**src/rtl/core/gdc_pkg.sv**
```systemverilog
// ----------------------------------------------------------------------------
// gdc_pkg: shared types and constants
// Sizes, controller states, the command/status groups and the prefix match function of the compressor.
// ----------------------------------------------------------------------------
`default_nettype none
package gdc_pkg;

   localparam int ENTRY_BYTES = 8;
   localparam int ENTRY_W     = ENTRY_BYTES * 8;
   localparam int SLOT_W      = 8;
   localparam int DEPTH_W     = 5;
   localparam int ADDR_W      = SLOT_W + DEPTH_W;
   localparam int DICT_DEPTH  = 1 << ADDR_W;
   localparam int GROUP_W     = 4;
   localparam int SCAN_W      = GROUP_W + DEPTH_W;
   localparam int LEN_W       = 4;

   typedef enum logic [2:0] {
      ST_INIT,
      ST_IDLE,
      ST_START,
      ST_SCAN,
      ST_DRAIN,
      ST_WRITE,
      ST_EMIT
   } gdc_state_type;

   typedef struct packed {
      logic init_step;
      logic load;
      logic start;
      logic scan;
      logic write;
   } gdc_cmd_type;

   typedef struct packed {
      logic init_done;
      logic go;
      logic scan_last;
      logic more;
   } gdc_status_type;

   function automatic logic [LEN_W-1:0] prefix_len(
      input logic [ENTRY_W-1:0] entry,
      input logic [ENTRY_W-1:0] look,
      input logic [LEN_W-1:0]   avail
   );
      logic [LEN_W-1:0] n;
      logic             run;
      n   = '0;
      run = 1'b1;
      for (int i = 0; i < ENTRY_BYTES; i++) begin
         if (run && (LEN_W'(i) < avail) &&
             ((entry[i*8 +: 8] == 8'd0) || (entry[i*8 +: 8] == look[i*8 +: 8]))) begin
            n = n + 1'b1;
         end else begin
            run = 1'b0;
         end
      end
      return n;
   endfunction

endpackage
`default_nettype wire

```
**src/rtl/core/gdc_ctrl.sv**
```systemverilog
// ----------------------------------------------------------------------------
// gdc_ctrl: compressor sequencer
// Steps through table init, byte intake, search scan, write-back and emit.
// ----------------------------------------------------------------------------
`default_nettype none
module gdc_ctrl import gdc_pkg::*; (
   input  wire logic           clock,
   input  wire logic           reset,
   input  wire logic           req_valid,
   output logic                req_ready,
   output logic                rsp_valid,
   input  wire logic           rsp_ready,
   input  wire gdc_status_type status,
   output gdc_cmd_type         cmd
);

   gdc_state_type state_ff, state_in;

   always_ff @(posedge clock) begin
      if (reset) begin
         state_ff <= ST_INIT;
      end else begin
         state_ff <= state_in;
      end
   end

   always_comb begin
      state_in = state_ff;
      unique case (state_ff)
         ST_INIT:  if (status.init_done) state_in = ST_IDLE;
         ST_IDLE:  if (req_valid && status.go) state_in = ST_START;
         ST_START: state_in = ST_SCAN;
         ST_SCAN:  if (status.scan_last) state_in = ST_DRAIN;
         ST_DRAIN: state_in = ST_WRITE;
         ST_WRITE: state_in = ST_EMIT;
         ST_EMIT:  if (rsp_ready) state_in = status.more ? ST_START : ST_IDLE;
         default:  state_in = ST_INIT;
      endcase
   end

   always_comb begin
      cmd           = '0;
      req_ready     = 1'b0;
      rsp_valid     = 1'b0;
      unique case (state_ff)
         ST_INIT:  cmd.init_step = 1'b1;
         ST_IDLE: begin
            req_ready = 1'b1;
            cmd.load  = req_valid;
         end
         ST_START: cmd.start = 1'b1;
         ST_SCAN:  cmd.scan  = 1'b1;
         ST_DRAIN: ;
         ST_WRITE: cmd.write = 1'b1;
         ST_EMIT:  rsp_valid = 1'b1;
         default:  ;
      endcase
   end

endmodule
`default_nettype wire

```
**config.mk**
```make
export PLATFORM = sky130hd
export DESIGN_NAME = gdc_ctrl
export DESIGN_NICKNAME = d
export VERILOG_FILES = /design/src/rtl/core/gdc_pkg.sv /design/src/rtl/core/gdc_ctrl.sv
export SDC_FILE = /design/constraint.sdc
export NUM_CORES = 1
export LEC_CHECK = 0
export BUFFER_PORTS_ARGS = -buffer_cell sky130_fd_sc_hd__buf_2
export CAP_MARGIN = 20
export CORE_AREA = 5 5 42 44
export CTS_CLUSTER_SIZE = 10
export DETAILED_ROUTE_END_ITERATION = 8
export DIE_AREA = 0 0 47 49
export GPL_TIMING_DRIVEN = 0
export PLACE_DENSITY = 0.57
export SETUP_SLACK_MARGIN = 0.3
export SKIP_CTS_REPAIR_TIMING = 1
export SLEW_MARGIN = 40
export SYNTH_ARGS = -nofsm -noshare
export SYNTH_HDL_FRONTEND = slang
export SYNTH_SLANG_ARGS = --single-unit
```
**constraint.sdc**
```tcl
create_clock -name clock -period 1.1 [get_ports clock]
set_clock_uncertainty 0.2 [all_clocks]
set_input_delay 0.22 -clock clock [delete_from_list [all_inputs] [get_ports clock]]
set_output_delay 0.22 -clock clock [all_outputs]
set_load 0.02 [all_outputs]
```
==> metrics.txt <==
Die Ht 49 um; net total in the final layout 66; max-slew headroom at the worst pin between 80% and 90%; register with the most flip-flops state_ff; ranking of synthesized cells by area sky130_fd_sc_hd__dfxtp_1 22%, sky130_fd_sc_hd__a31oi_4 7.7%, sky130_fd_sc_hd__mux2i_1 7.2%, sky130_fd_sc_hd__and3b_1 6.3%, sky130_fd_sc_hd__and4bb_4 5.9%; H-tree levels 1; instance count after placement with tap cells included 64; run status finished, violations left; Worst Setup Path Type flip-flop to output port; buffers from clock root to sink, at most 2; worst reg2reg startpoint state_ff[2]; part of the power in the clock network 27.5%; reported leakage power 0.267 nW; Pwr per Cell Area 1180 nW/um^2; busiest layer in global routing met1; Final Wtd Congestion 0.738; clock period minus final worst setup slack around 1500 ps; vias after detailed routing 329; area after detailed placement about 440 um^2; Port Buf Inserts 14; Largest register FFs 3; most common flop cell mapped by yosys sky130_fd_sc_hd__dfxtp_1; top-level port count 15; class of the worst hold path input port to flip-flop; clock slew at the register clock pins of the worst setup and hold paths ~30 ps; switching power 0.000230 W; largest net degree at the start of global routing 11; registers with the most flip-flops state_ff x3; area leader, netlist sky130_fd_sc_hd__dfxtp_1; nets in the synthesized netlist 42; combinational share of power a little over half; sort of element at the end of the critical path output port; number of hold violations in the final report 2; effective utilization at floorplan ~20%; count of flip-flops with a built-in enable after synthesis 0; global-route wire length before repair between 1000 and 1500 um; met1 Resource Use GR 9.21%; Die W 47 um; Setup WS post-layout -423 ps; violations in the final reports hold timing, setup timing; WP data required 680 ps; post-route non-filler standard cell count 73; met2 capacity usage during global routing 8.60%; crit path launch type flip-flop; ant diodes 0; final number of max-transition violations 0; most frequent cell after synthesis sky130_fd_sc_hd__dfxtp_1; CTS Buf Count 3; synthesized flop and latch total 3; root cell of the clock tree sky130_fd_sc_hd__clkbuf_4; Iteration-0 DRC Markers 1; fraction of power spent switching nets between 30% and 40%; maximum vdd drop between 0.7 and 0.8 mV; ratio of final minimum period to clock period 138%; number of design rule violations left after detail routing 0; final setup violation count 10; slack of the worst reg-to-reg path -230 ps; clock sink total 3; cells on worst reg2reg path 5; finished layout cell area between 500 and 600 um^2; slew at the pin closest to its max-slew limit slightly below 200 ps; Synth top area share a little over a fifth; via count of the first global-routing pass 283; post-DR vias/cell between 4 and 5; RSZ-0062 raised after global routing true; max-capacitance violation count 0; all-layer global routing usage between 7 and 8%; Syn. warnings 0; number of inserted filler cells in the final layout roughly 140; number of standard cells after synthesis 34; Die Outline Area about 2300 um^2; TritonRoute pass-1 iters 4; initial antenna violation count 0; largest fanout of any net on the critical path 8; fraction of layout instances using a drive strength above 1 around three quarters; total power of the final layout 0.000709 W; worst hold path startpoint reset; Internal between 0.0004 and 0.0005 W; sum of net half-perimeters after detailed placement around 540 um; global-route track usage on met3 between 5 and 6%; register share of total power between 20% and 30%; WP data arrival around 1100 ps; sequential cell area fraction in the yosys report a little over a fifth; asr flop ratio synth 0%; Fin Hold WS -34.0 ps; capture point of the worst reg-to-reg path state_ff[1]; core box area around 1400 um^2; WHS Endpoint state_ff[0]; count of standard-cell rows 14; relative area change from synthesis to final layout 116%; CTS tree done; Antenna Nets Post-Route 0; worst-skew pair later-pin latency approximately 230 ps; count of distinct cell types in the synthesized netlist 23; mean area per synthesized cell about 8 um^2; final routed wire length divided by cell count between 10 and 15 um; cell area after synthesis 278 um^2; Hold Crit Depth 2; Max Clock Freq about 0.66 GHz; residual overflow from global routing 0; Total Routed Length between 800 and 900 um
==> power groups by stage <==
stage          registers, W  clock network [W]  logic, W
6_report           0.000145           0.000195  0.000369
3_5_place_dp       0.000144                  0  0.000254
2_1_floorplan      0.000139                  0  0.000201
4_1_cts            0.000142           0.000208  0.000255
3_3_place_gp       0.000144                  0  0.000253
5_1_grt            0.000146           0.000222  0.000395
==> layer usage <==
layer | wire (um) | vias to the layer above
met4 | 0 | 0
li1 | - | 168
met2 | 386 | 13
met1 | 345 | 148
met3 | 79 | 0
met5 | 0 | -
==> logic make-up after synthesis <==
logic type / after synthesis / synth area share, %
simple gates: 18 / 42.8
buf+inv: 5 / 10.4
flops: 3 / 21.6
compound gates: 6 / 18.0
mux: 2 / 7.21
==> how the worst max path moves through the flow <==
| stage | from | endpoint | slack, ps | depth (start not counted) |
|---|---|---|---|---|
| finish | state_ff[1] | cmd[3] | -420 | 4 |
| global route | state_ff[1] | cmd[3] | -470 | 4 |
| CTS | state_ff[0] | rsp_valid | -480 | 3 |
| detailed placement | state_ff[0] | rsp_valid | -220 | 3 |
| global placement | state_ff[0] | rsp_valid | -220 | 3 |
| floorplan | state_ff[2] | state_ff[2] | -100 | 4 |
==> critical path: stages (launching register included) <==
cell and delay (ps):
sky130_fd_sc_hd__dfxtp_2 330, sky130_fd_sc_hd__buf_12 140, sky130_fd_sc_hd__nor2_4 120, sky130_fd_sc_hd__and3_4 180
sky130_fd_sc_hd__buf_6 110
==> area by class of cell <==
cell class	instances	area, um^2	share of cell area, %
Inverter	2	7.51	1.25
Sequential cell	3	68.8	11.5
Tap cell	16	20.0	3.34
Timing Repair Buffer	19	176	29.4
Buffer	3	50.0	8.35
Multi-Input combinational cell	26	250	41.8
Clock buffer	4	26.3	4.38
==> cell usage in the layout (no fill, tap or decap), types with 2 or more instances in the layout <==
| cell type | n |
|---|---|
| sky130_fd_sc_hd__clkbuf_4 | 3 |
| sky130_fd_sc_hd__nand3b_1 | 2 |
| sky130_fd_sc_hd__buf_8 | 2 |
| sky130_fd_sc_hd__buf_4 | 2 |
| sky130_fd_sc_hd__and3_4 | 2 |
| sky130_fd_sc_hd__mux2i_1 | 2 |
| sky130_fd_sc_hd__dfxtp_4 | 2 |
| sky130_fd_sc_hd__buf_6 | 9 |
| sky130_fd_sc_hd__inv_1 | 2 |
| sky130_fd_sc_hd__buf_2 | 7 |
| sky130_fd_sc_hd__nor2_4 | 2 |
| sky130_fd_sc_hd__and3b_2 | 2 |
==> stage by stage <==
stage / util (%) / setup TNS [ps] / hold WS, ps / worst slack [ps]
finish: 42.8 / -3310 / -34.0 / -423
global route: 42.8 / -3810 / -22.9 / -469
CTS: 33.1 / -3580 / -39.2 / -476
detailed placement: 31.3 / -1760 / 212 / -220
global placement: 31.3 / -1720 / 214 / -223
floorplan: - / -658 / 81.7 / -96.8
No activity file was read; power rests on OpenSTA's default activity.
